$ cat src/rfa_pkg.sv
package rfa_pkg;

    localparam int OP_W  = 3;
    localparam int NUM_W = 33;
    localparam int DEN_W = 31;
    localparam int MAG_W = 32;

    typedef enum logic [OP_W-1:0] {
        OP_ADD    = 3'd0,
        OP_SUB    = 3'd1,
        OP_MUL    = 3'd2,
        OP_DIV    = 3'd3,
        OP_REDUCE = 3'd4,
        OP_CMP    = 3'd5
    } op_t;

    // controller -> datapath
    typedef struct packed {
        logic load;
        logic mul;
        logic combine;
        logic gcd_init;
        logic gcd_step;
        logic div_init;
        logic div_step;
    } rfa_cmd_t;

    // datapath -> controller
    typedef struct packed {
        logic early;
        logic gcd_done;
        logic div_done;
    } rfa_sts_t;

endpackage

$ cat src/rational_fraction_alu_core.sv
// channel | valid     | stall     | word
// in      | in_valid  | in_stall  | operation, first/second num/den
// out     | out_valid | out_stall | result_num, result_den, status, order
// One word at a time: load, multiply, combine, binary gcd, then two
// bit-serial exact divides (numerator, then denominator).
// Zero or infinite results skip the gcd and the divides.
// Reset clears the sequencer only. A stalled result holds; no new word taken.
module rational_fraction_alu_core
    import rfa_pkg::*;
#(
    parameter int OPERAND_WIDTH = 16
)
(
    input  logic                            clk,
    input  logic                            rst_n,
    input  logic                            in_valid,
    output logic                            in_stall,
    input  logic [OP_W-1:0]                 operation,
    input  logic signed [OPERAND_WIDTH-1:0] first_num,
    input  logic signed [OPERAND_WIDTH-1:0] first_den,
    input  logic signed [OPERAND_WIDTH-1:0] second_num,
    input  logic signed [OPERAND_WIDTH-1:0] second_den,
    output logic                            out_valid,
    input  logic                            out_stall,
    output logic signed [NUM_W-1:0]         result_num,
    output logic [DEN_W-1:0]                result_den,
    output logic                            status,
    output logic signed [1:0]               order
);

    rfa_cmd_t cmd;
    rfa_sts_t sts;

    rfa_ctrl u_ctrl (
        .clk       (clk),
        .rst_n     (rst_n),
        .in_valid  (in_valid),
        .in_stall  (in_stall),
        .out_valid (out_valid),
        .out_stall (out_stall),
        .sts       (sts),
        .cmd       (cmd)
    );

    rfa_datapath #(
        .OPERAND_WIDTH (OPERAND_WIDTH)
    ) u_dp (
        .clk        (clk),
        .cmd        (cmd),
        .sts        (sts),
        .operation  (operation),
        .first_num  (first_num),
        .first_den  (first_den),
        .second_num (second_num),
        .second_den (second_den),
        .result_num (result_num),
        .result_den (result_den),
        .status     (status),
        .order      (order)
    );

endmodule

$ cat src/rfa_ctrl.sv
module rfa_ctrl
    import rfa_pkg::*;
(
    input  logic     clk,
    input  logic     rst_n,
    input  logic     in_valid,
    output logic     in_stall,
    output logic     out_valid,
    input  logic     out_stall,
    input  rfa_sts_t sts,
    output rfa_cmd_t cmd
);

    typedef enum logic [6:0] {
        S_IDLE = 7'b0000001,
        S_MUL  = 7'b0000010,
        S_COMB = 7'b0000100,
        S_GINI = 7'b0001000,
        S_GCD  = 7'b0010000,
        S_DIV  = 7'b0100000,
        S_OUT  = 7'b1000000
    } state_t;

    state_t state_reg, state_next;

    always_ff @(posedge clk or negedge rst_n)
    begin
        if (!rst_n)
        begin
            state_reg <= S_IDLE;
        end
        else
        begin
            state_reg <= state_next;
        end
    end

    always_comb
    begin
        state_next = state_reg;
        cmd        = '0;
        case (state_reg)
            S_IDLE:
            begin
                if (in_valid)
                begin
                    cmd.load   = 1'b1;
                    state_next = S_MUL;
                end
            end
            S_MUL:
            begin
                cmd.mul    = 1'b1;
                state_next = S_COMB;
            end
            S_COMB:
            begin
                cmd.combine = 1'b1;
                state_next  = S_GINI;
            end
            S_GINI:
            begin
                if (sts.early)
                begin
                    state_next = S_OUT;
                end
                else
                begin
                    cmd.gcd_init = 1'b1;
                    state_next   = S_GCD;
                end
            end
            S_GCD:
            begin
                if (sts.gcd_done)
                begin
                    cmd.div_init = 1'b1;
                    state_next   = S_DIV;
                end
                else
                begin
                    cmd.gcd_step = 1'b1;
                end
            end
            S_DIV:
            begin
                if (sts.div_done)
                begin
                    state_next = S_OUT;
                end
                else
                begin
                    cmd.div_step = 1'b1;
                end
            end
            S_OUT:
            begin
                if (!out_stall)
                begin
                    state_next = S_IDLE;
                end
            end
            default:
            begin
                state_next = S_IDLE;
            end
        endcase
    end

    assign in_stall  = (state_reg != S_IDLE);
    assign out_valid = (state_reg == S_OUT);

endmodule

$ cat src/rfa_datapath.sv
module rfa_datapath
    import rfa_pkg::*;
#(
    parameter int OPERAND_WIDTH = 16
)
(
    input  logic                            clk,
    input  rfa_cmd_t                        cmd,
    output rfa_sts_t                        sts,
    input  logic [OP_W-1:0]                 operation,
    input  logic signed [OPERAND_WIDTH-1:0] first_num,
    input  logic signed [OPERAND_WIDTH-1:0] first_den,
    input  logic signed [OPERAND_WIDTH-1:0] second_num,
    input  logic signed [OPERAND_WIDTH-1:0] second_den,
    output logic signed [NUM_W-1:0]         result_num,
    output logic [DEN_W-1:0]                result_den,
    output logic                            status,
    output logic signed [1:0]               order
);

    localparam int W  = OPERAND_WIDTH;
    localparam int PW = 2 * OPERAND_WIDTH;
    localparam int SW = PW + 1;
    localparam int CW = $clog2(PW + 1);

    logic [OP_W-1:0] op_reg;
    logic [W-1:0]    ma_reg, mb_reg, mc_reg, md_reg;
    logic            s1_reg, s2_reg;
    logic [PW-1:0]   p0_reg, p1_reg, p2_reg;
    logic [SW-1:0]   num_reg;
    logic [PW-1:0]   den_reg;
    logic            rs_reg, inf_reg;
    logic [1:0]      ord_reg;
    logic [SW-1:0]   x_reg, y_reg;
    logic [CW-1:0]   sh_reg;
    logic            gph_reg;
    logic [SW-1:0]   g_reg;
    logic [SW-1:0]   rem_reg, quo_reg;
    logic [CW:0]     cnt_reg;
    logic            dsel_reg;
    logic [SW-1:0]   qn_reg;

    function automatic logic [W-1:0] mag_of(input logic [W-1:0] v);
        return v[W-1] ? (~v + 1'b1) : v;
    endfunction

    // products: mul state forms a*d / c*b / b*d or per op
    logic [PW-1:0] m0, m1, m2;
    logic [SW-1:0] cs_num;
    logic          cs_sign;
    logic          s2x;

    always_comb
    begin
        m0 = PW'(ma_reg) * PW'(md_reg);
        m1 = PW'(mc_reg) * PW'(mb_reg);
        m2 = PW'(mb_reg) * PW'(md_reg);
        if (op_reg == OP_MUL)
        begin
            m0 = PW'(ma_reg) * PW'(mc_reg);
        end
        else if (op_reg == OP_DIV)
        begin
            m2 = PW'(mb_reg) * PW'(mc_reg);
        end
        s2x = (op_reg == OP_ADD) ? s2_reg : !s2_reg;
        if (s1_reg == s2x)
        begin
            cs_num  = SW'(p0_reg) + SW'(p1_reg);
            cs_sign = s1_reg;
        end
        else if (p0_reg >= p1_reg)
        begin
            cs_num  = SW'(p0_reg - p1_reg);
            cs_sign = s1_reg;
        end
        else
        begin
            cs_num  = SW'(p1_reg - p0_reg);
            cs_sign = s2x;
        end
    end

    logic [SW-1:0] ys, xs, yd;
    always_comb
    begin
        ys = y_reg >> 1;
        xs = x_reg;
        yd = y_reg;
        if (y_reg > x_reg)
        begin
            yd = y_reg - x_reg;
        end
        else
        begin
            xs = y_reg;
            yd = x_reg - y_reg;
        end
    end

    // dividend bit brought down this step, msb first
    logic [SW-1:0] div_src;
    logic [CW-1:0] div_idx;
    logic          div_bit;
    logic [SW:0]   trial;
    assign div_src = dsel_reg ? SW'(den_reg) : num_reg;
    assign div_idx = CW'(SW - 1) - cnt_reg[CW-1:0];
    assign div_bit = div_src[div_idx];
    assign trial   = {rem_reg, div_bit} - {1'b0, g_reg};

    always_ff @(posedge clk)
    begin
        if (cmd.load)
        begin
            op_reg <= operation;
            ma_reg <= mag_of(first_num);
            mb_reg <= mag_of(first_den);
            mc_reg <= mag_of(second_num);
            md_reg <= mag_of(second_den);
            s1_reg <= first_num[W-1] ^ first_den[W-1];
            s2_reg <= second_num[W-1] ^ second_den[W-1];
        end
        if (cmd.mul)
        begin
            p0_reg <= m0;
            p1_reg <= m1;
            p2_reg <= m2;
        end
        if (cmd.combine)
        begin
            inf_reg <= 1'b0;
            ord_reg <= 2'b00;
            rs_reg  <= 1'b0;
            num_reg <= '0;
            den_reg <= PW'(1);
            case (op_reg)
                OP_REDUCE:
                begin
                    if (mb_reg == '0)
                    begin
                        inf_reg <= 1'b1;
                    end
                    else
                    begin
                        num_reg <= SW'(ma_reg);
                        den_reg <= PW'(mb_reg);
                        rs_reg  <= s1_reg;
                    end
                end
                OP_ADD, OP_SUB, OP_MUL, OP_DIV, OP_CMP:
                begin
                    if (mb_reg == '0 || md_reg == '0
                        || (op_reg == OP_DIV && mc_reg == '0))
                    begin
                        inf_reg <= 1'b1;
                    end
                    else if (op_reg == OP_CMP)
                    begin
                        if (cs_num != '0)
                        begin
                            ord_reg <= cs_sign ? 2'b11 : 2'b01;
                        end
                    end
                    else if (op_reg == OP_MUL || op_reg == OP_DIV)
                    begin
                        num_reg <= SW'(p0_reg);
                        den_reg <= p2_reg;
                        rs_reg  <= s1_reg ^ s2_reg;
                    end
                    else
                    begin
                        num_reg <= cs_num;
                        den_reg <= p2_reg;
                        rs_reg  <= cs_sign;
                    end
                end
                default:
                begin
                end
            endcase
        end
        // binary gcd: phase 0 strips common twos, then twos of x; phase 1 subtract loop
        if (cmd.gcd_init)
        begin
            x_reg   <= num_reg;
            y_reg   <= SW'(den_reg);
            sh_reg  <= '0;
            gph_reg <= 1'b0;
        end
        else if (cmd.gcd_step)
        begin
            if (!gph_reg)
            begin
                if (((x_reg | y_reg) & SW'(1)) == '0)
                begin
                    x_reg  <= x_reg >> 1;
                    y_reg  <= ys;
                    sh_reg <= sh_reg + 1'b1;
                end
                else if (!x_reg[0])
                begin
                    x_reg <= x_reg >> 1;
                end
                else
                begin
                    gph_reg <= 1'b1;
                end
            end
            else if (!y_reg[0])
            begin
                y_reg <= ys;
            end
            else
            begin
                x_reg <= xs;
                y_reg <= yd;
            end
        end
        // restoring divide, numerator then denominator
        if (cmd.div_init)
        begin
            g_reg    <= x_reg << sh_reg;
            rem_reg  <= '0;
            quo_reg  <= '0;
            cnt_reg  <= '0;
            dsel_reg <= 1'b0;
        end
        else if (cmd.div_step)
        begin
            if (cnt_reg == (CW+1)'(SW))
            begin
                qn_reg   <= quo_reg;
                rem_reg  <= '0;
                quo_reg  <= '0;
                cnt_reg  <= '0;
                dsel_reg <= 1'b1;
            end
            else
            begin
                cnt_reg <= cnt_reg + 1'b1;
                if (!trial[SW])
                begin
                    rem_reg <= trial[SW-1:0];
                    quo_reg <= {quo_reg[SW-2:0], 1'b1};
                end
                else
                begin
                    rem_reg <= {rem_reg[SW-2:0], div_bit};
                    quo_reg <= {quo_reg[SW-2:0], 1'b0};
                end
            end
        end
    end

    assign sts.early    = inf_reg || (num_reg == '0);
    assign sts.gcd_done = gph_reg && (y_reg == '0);
    assign sts.div_done = dsel_reg && (cnt_reg == (CW+1)'(SW));

    logic zero_res;
    logic [SW-1:0] nq;
    assign zero_res = (num_reg == '0);
    assign nq       = rs_reg ? (~qn_reg + 1'b1) : qn_reg;

    always_comb
    begin
        if (inf_reg)
        begin
            result_num = '0;
            result_den = '0;
            status     = 1'b1;
            order      = '0;
        end
        else if (zero_res)
        begin
            result_num = '0;
            result_den = DEN_W'(1);
            status     = 1'b0;
            order      = ord_reg;
        end
        else
        begin
            result_num = NUM_W'(nq);
            result_den = DEN_W'(quo_reg);
            status     = 1'b0;
            order      = ord_reg;
        end
    end

endmodule

$ cat config.mk
export PLATFORM = sky130hd
export DESIGN_NAME = rational_fraction_alu_core
export DESIGN_NICKNAME = d
export VERILOG_FILES = /design/src/rfa_pkg.sv /design/src/rational_fraction_alu_core.sv /design/src/rfa_ctrl.sv /design/src/rfa_datapath.sv
export SDC_FILE = /design/constraint.sdc
export NUM_CORES = 2
export LEC_CHECK = 0
export BUFFER_PORTS_ARGS = -buffer_cell sky130_fd_sc_hd__buf_2
export CAP_MARGIN = 25
export CORE_ASPECT_RATIO = 1.25
export CORE_MARGIN = 3
export CORE_UTILIZATION = 60
export CTS_BUF_LIST = sky130_fd_sc_hd__clkbuf_16
export CTS_CLUSTER_SIZE = 10
export DETAILED_ROUTE_END_ITERATION = 8
export GPL_TIMING_DRIVEN = 0
export PLACE_DENSITY = 0.81
export SYNTH_ARGS = -nofsm -noshare
export SYNTH_HDL_FRONTEND = slang
export SYNTH_SLANG_ARGS = --single-unit
$ cat constraint.sdc
create_clock -name clk -period 18.03 [get_ports clk]
set_input_delay 0.9015 -clock clk [delete_from_list [all_inputs] [get_ports clk]]
set_output_delay 0.9015 -clock clk [all_outputs]
set_load 0.01 [all_outputs]
# Yosys cells after proc, flatten, opt, wreduce, memory -nomap -nowiden
# Cells that the tools add are included.
# totals
regBits	454
inputBits	71
out_inout_bits	69
word_cells	197
# op_classes
n_addsub	14
n_mul	4
n_lt_le_gt_ge	3
n_eq_ne	22
shifts	1
n_mux	78
bitwise	14
n_reduce_logical	29
# op_table
cell	count
$mux 33	23
$mux 32	7
$mul 16x16->32	4
$logic_not 33->1	3
$pmux 33 s2	1
$sub 32x32->33	2
$sub 33x33->33	2
$add 16x1->16 const B	4
$not 16->16	4
$pmux 32 s2	1
$mux 31	2
$mux 15	4
$pmux 7 s7	1
$logic_not 16->1	3
$mux 7	6
$sub 34x33->34	1
$add 32x32->33	1
$add 33x1->33 const B	1
$gt 33x33->1	1
$not 33->33	1
$reduce_bool 33->1	1
$shl 33x6->33	1
$ge 32x32->1	1
$mux 16	2
other kinds (38)	88

# Logic depth before layout (Yosys ltp)
# depth
depth_word	8
depth_mapped	27
ltp_nobuf	26

# Cells and area by module
# A second synthesis with hierarchy kept.
# hier_totals
cells_unflattened	7540
area_unflattened_um2	66327.4
# modules_own_cells
module	n_inst	cells_per_inst	area_each_um2	seq_area_each_um2
rfa_datapath	1	7498	65910.7	12602.1
rfa_ctrl	1	42	416.6	176.4

# Worst setup path before layout
# No wires, ideal clock.
# synth_path
kind	register -> register
startpoint	register u_ctrl.state_reg[5]
endpoint	register u_dp.p0_reg[0], enable pin
setup_ps	691
arrival_time_ps	7893
required_time_ps	17339
slack_ps	9447
stages_incl_launch_ff	4
n_path_buf	0
synth_period_minus_slack_ps	8583
cell_sequence	dfrtp_1 > nor3_1 > nand2_1 > nor3b_1
# synth_via
elab_chain_len	2
# synth_lines
element	line	text
from (decl)	rfa_ctrl.sv:24	state_t state_reg, state_next;
from (signal assigned)	rfa_ctrl.sv:34	state_reg <= state_next;
$eq 7x2->1	rfa_ctrl.sv:42	case (state_reg)
$mux 1	rfa_ctrl.sv:42	
to (signal assigned)	rfa_datapath.sv:125	p0_reg <= m0;
to (decl)	rfa_datapath.sv:29	logic [PW-1:0] p0_reg, p1_reg, p2_reg;
# Every way passes these cells.
# A chain may end at the register's enable or synchronous reset.

# Worst setup path after layout
# layout_path
startpoint	register u_dp.ma_reg[14]
endpoint	register u_dp.p0_reg[29], data pin
# layout_via
elab_chain_len	2
elab_cells_between_ends	3
classes_between	mul: 2; mux: 1
# layout_lines
element	line	text
from (decl)	rfa_datapath.sv:27	logic [W-1:0] ma_reg, mb_reg, mc_reg, md_reg;
from (signal assigned)	rfa_datapath.sv:116	ma_reg <= mag_of(first_num);
$mul 16x16->32 (on tied branches)	rfa_datapath.sv:55, rfa_datapath.sv:60	
$mux 32 *	rfa_datapath.sv:58	if (op_reg == OP_MUL)
named net u_dp.m0[29]	rfa_datapath.sv:48	logic [PW-1:0] m0, m1, m2;
# Mark *: on every way through the listed nets, which the timed path passes. The rest lies on a longest branch.

==> key figures <==
Global route
  – Global-route wire length before repair: 357 mm
  – Initial antenna violation count: 23
  – Largest net degree at the start of global routing: 70
  – Vias in the first global route: 56900
  – Overflow after GRT: 0
  – Gr usage total: 0.430

Setup path
  – CP delay by family, top: adder cells
  – CP Max Fanout: 10
  – CP max-delay cell: clkbuf_1
  – Reg2reg end: u_dp.p0_reg[29]
  – WP buf/inv: 4
  – Reg-to-reg critical path startpoint: u_dp.ma_reg[14]
  – Critical Path Source Type: flop
  – CP required: 18.25 ns
  – Crit. End Element: flop
  – Most repeated library cell on the critical path: fa_1
  – Worst Path Arrival: 9.31 ns
  – Worst Reg-to-Reg Cells: 23
  – CP Cell Sequence: clkbuf_1, nand2_1, fa_1, fa_1, inv_1, fa_1, fa_1, fa_1, inv_1, fa_1, inv_1, ha_1, nor3_1, nand2_1, a311oi_1, nor3_1, o41a_1, o21ai_1, nand2_1, and4_1, a2111oi_2, xor2_1, o21ai_0
  – Worst setup path category: reg2reg
  – R2R Setup Slk: 8.95 ns
  – Worst path max stage delay: 0.96 ns

Die
  – IO Count: 140
  – Core Area: 109000 um^2
  – Die Y-Extent: 377 um
  – Initial core utilization: 0.606
  – Die W: 302 um
  – # rows: 135
  – Area of the die: 114000 um^2

Route
  – Post-route DRC violation count: 0
  – Met3 wire len: 21.6 mm
  – Vias: 56400
  – DR WL met2: 113 mm
  – Iter 0 DRT Violations: 5418
  – Highest metal used: met5
  – Vias per cell: 6.18
  – Final ANT Viol Nets: 1
  – Post-Route WL: 245 mm
  – Drt pass-1 iters: 6
  – Avg WL per Cell: 26.8 um
  – Routed metal-1 wirelength: 82.1 mm

STA
  – Setup TNS: 0 ns
  – Final min period: 9.08 ns
  – Final Hold Vio Count: 0
  – Slew Limit Fails: 0
  – RSZ-0062 raised after global routing: no
  – Final setup violation count: 0
  – Setup Skew: 0.0775 ns
  – Period Utilization, post-route: 0.504
  – Max frequency: 0.110 GHz
  – Slew headroom: 0.194
  – Measured slew at the worst slew-check pin: 1.21 ns

Clock tree
  – PostCTS Resize Cnt: 0
  – Skew-Pair Late Insertion Delay: 0.69 ns
  – CTS max path bufs: 3
  – Hold Buf Count CTS: 0
  – Htree depth: 2
  – CTS tree: done
  – Clock transition at the registers of the reported paths: 0.06 ns
  – Root buffer cell: clkbuf_16
  – Clock sink count: 454
  – Total CTS buffers: 55
  – Post-CTS Setup Inserts: 0

Yosys
  – Ys async rst share: 0.0154
  – Yosys warning total: 0
  – Synth top area share: 0.237
  – Most frequent cells after synthesis: 1134 x inv_1, 933 x nand2_1, 782 x fa_1
  – Most common cell in the netlist: inv_1
  – #FFs+latches synth: 454
  – Netlist cell types: 104
  – Register area share after synthesis: 0.194
  – Top_reg_cell synth: edfxtp_1
  – Syn Nets: 8894
  – Largest area contributor in the netlist: fa_1
  – Netlist Area Pre-Place: 65900 um^2
  – Mean post-synth cell area: 8.88 um^2
  – Area contributors post-synth: fa_1 24%, edfxtp_1 17%, ha_1 12%, inv_1 6.5%, nand2_1 5.3%
  – EDFF count, synth: 365
  – Cells after Synth: 7421

Placement
  – Dpl hpwl: 199 mm
  – Port Buffers: 138
  – Routability cong.: 1.12

Run status
  – Failing checks: antenna rules
  – Status: complete, but fails checks

Final layout
  – Fillers: 9214
  – Layout area overhead: 6.95%
  – Layout cells sized above 1: 0.0529
  – Final nets: 9116

Worst hold path
  – Hold crit path type: in2async

Run
  – Max-capacitance violation count: 0
## worst reg2reg max path: stages, from the launching register on
cell and delay (ns):
edfxtp_1 0.77, clkbuf_1 0.96, nand2_1 0.20, fa_1 0.57
fa_1 0.54, inv_1 0.05, fa_1 0.48, fa_1 0.52
fa_1 0.51, inv_1 0.05, fa_1 0.47, inv_1 0.04
ha_1 0.22, nor3_1 0.31, nand2_1 0.09, a311oi_1 0.42
nor3_1 0.17, o41a_1 0.47, o21ai_1 0.28, nand2_1 0.12
and4_1 0.22, a2111oi_2 0.36, xor2_1 0.46, o21ai_0 0.42
## cell families (layout without fill, tap and decap cells)
family | after synthesis | count (layout) | share of synthesized area
muxes | 157 | 157 | 0.0314
AOI/OAI and AO/OA | 1194 | 1194 | 0.118
other | 0 | 20 | 0
and+or+nand+nor | 2394 | 2394 | 0.174
buffers and inverters | 1529 | 1786 | 0.0887
adders and majority gates | 1402 | 1402 | 0.355
xor gates and xnor gates | 291 | 291 | 0.0388
DFF | 454 | 454 | 0.194
## worst max-delay path by stage
stage | from | slack (ns) | to | cells past startpoint
after floorplan | u_ctrl.state_reg[5] | 9.45 | u_dp.p0_reg[0] | 3
after global placement | u_ctrl.state_reg[5] | 6.50 | u_dp.p1_reg[15] | 3
after global routing | u_dp.mc_reg[1] | 8.91 | u_dp.p0_reg[30] | 23
after CTS | u_dp.ma_reg[14] | 9.22 | u_dp.p0_reg[29] | 23
after detailed placement | u_dp.ma_reg[14] | 9.25 | u_dp.p0_reg[29] | 23
final | u_dp.ma_reg[14] | 8.95 | u_dp.p0_reg[29] | 23
## layout by cell type, fill, tap and decap left out, types with 44 or more instances in the layout
cell,n
a21oi_1,342
and2_1,529
edfxtp_1,365
nor2_1,476
nor3_1,71
a31oi_1,47
o21ai_0,240
xnor2_1,186
a211oi_1,44
dfxtp_1,82
inv_1,1157
a21o_1,100
mux2i_1,85
fa_1,782
xor2_1,104
nand2_1,933
nor4_1,51
clkbuf_16,55
clkbuf_1,334
nand2b_1,56
nand3_1,60
buf_2,167
ha_1,620
## per-stage QoR
step / instances / area (um^2) / hold slack, ns / worst slack, ns / utilization
2_1_floorplan: 7421 / 65900 / 0.409 / 9.45 / -
3_3_place_gp: 8997 / 68400 / 0.414 / 6.50 / 0.629
3_5_place_dp: 9017 / 68700 / 0.423 / 9.25 / 0.632
4_1_cts: 9109 / 70400 / 0.0246 / 9.22 / 0.647
5_1_grt: 9118 / 70500 / 0.0396 / 8.91 / 0.648
6_report: 9136 / 70500 / 0.0412 / 8.95 / 0.648
## layout make-up
type / count / area (um^2) / share of cell area
Inverter: 1135 / 4260 / 0.0604
Buffer: 394 / 1590 / 0.0225
Tap cell: 1438 / 1800 / 0.0255
Timing Repair Buffer: 165 / 1080 / 0.0154
Sequential cell: 454 / 12800 / 0.181
Clock buffer: 55 / 1380 / 0.0195
Antenna cell: 20 / 50.0 / 0.000710
Multi-Input combinational cell: 5438 / 47300 / 0.671
Clock inverter: 37 / 241 / 0.00343
## routing by layer
layer | vias to the layer above | track usage
met4 | 4 | 0.387
met3 | 1023 | 0.0921
met5 | - | 0
li1 | 24700 | -
met2 | 3156 | 0.698
met1 | 27500 | 0.471
Power is not shown: default switching activity piles up to over one toggle a cycle in this logic, so the estimate is an artifact.
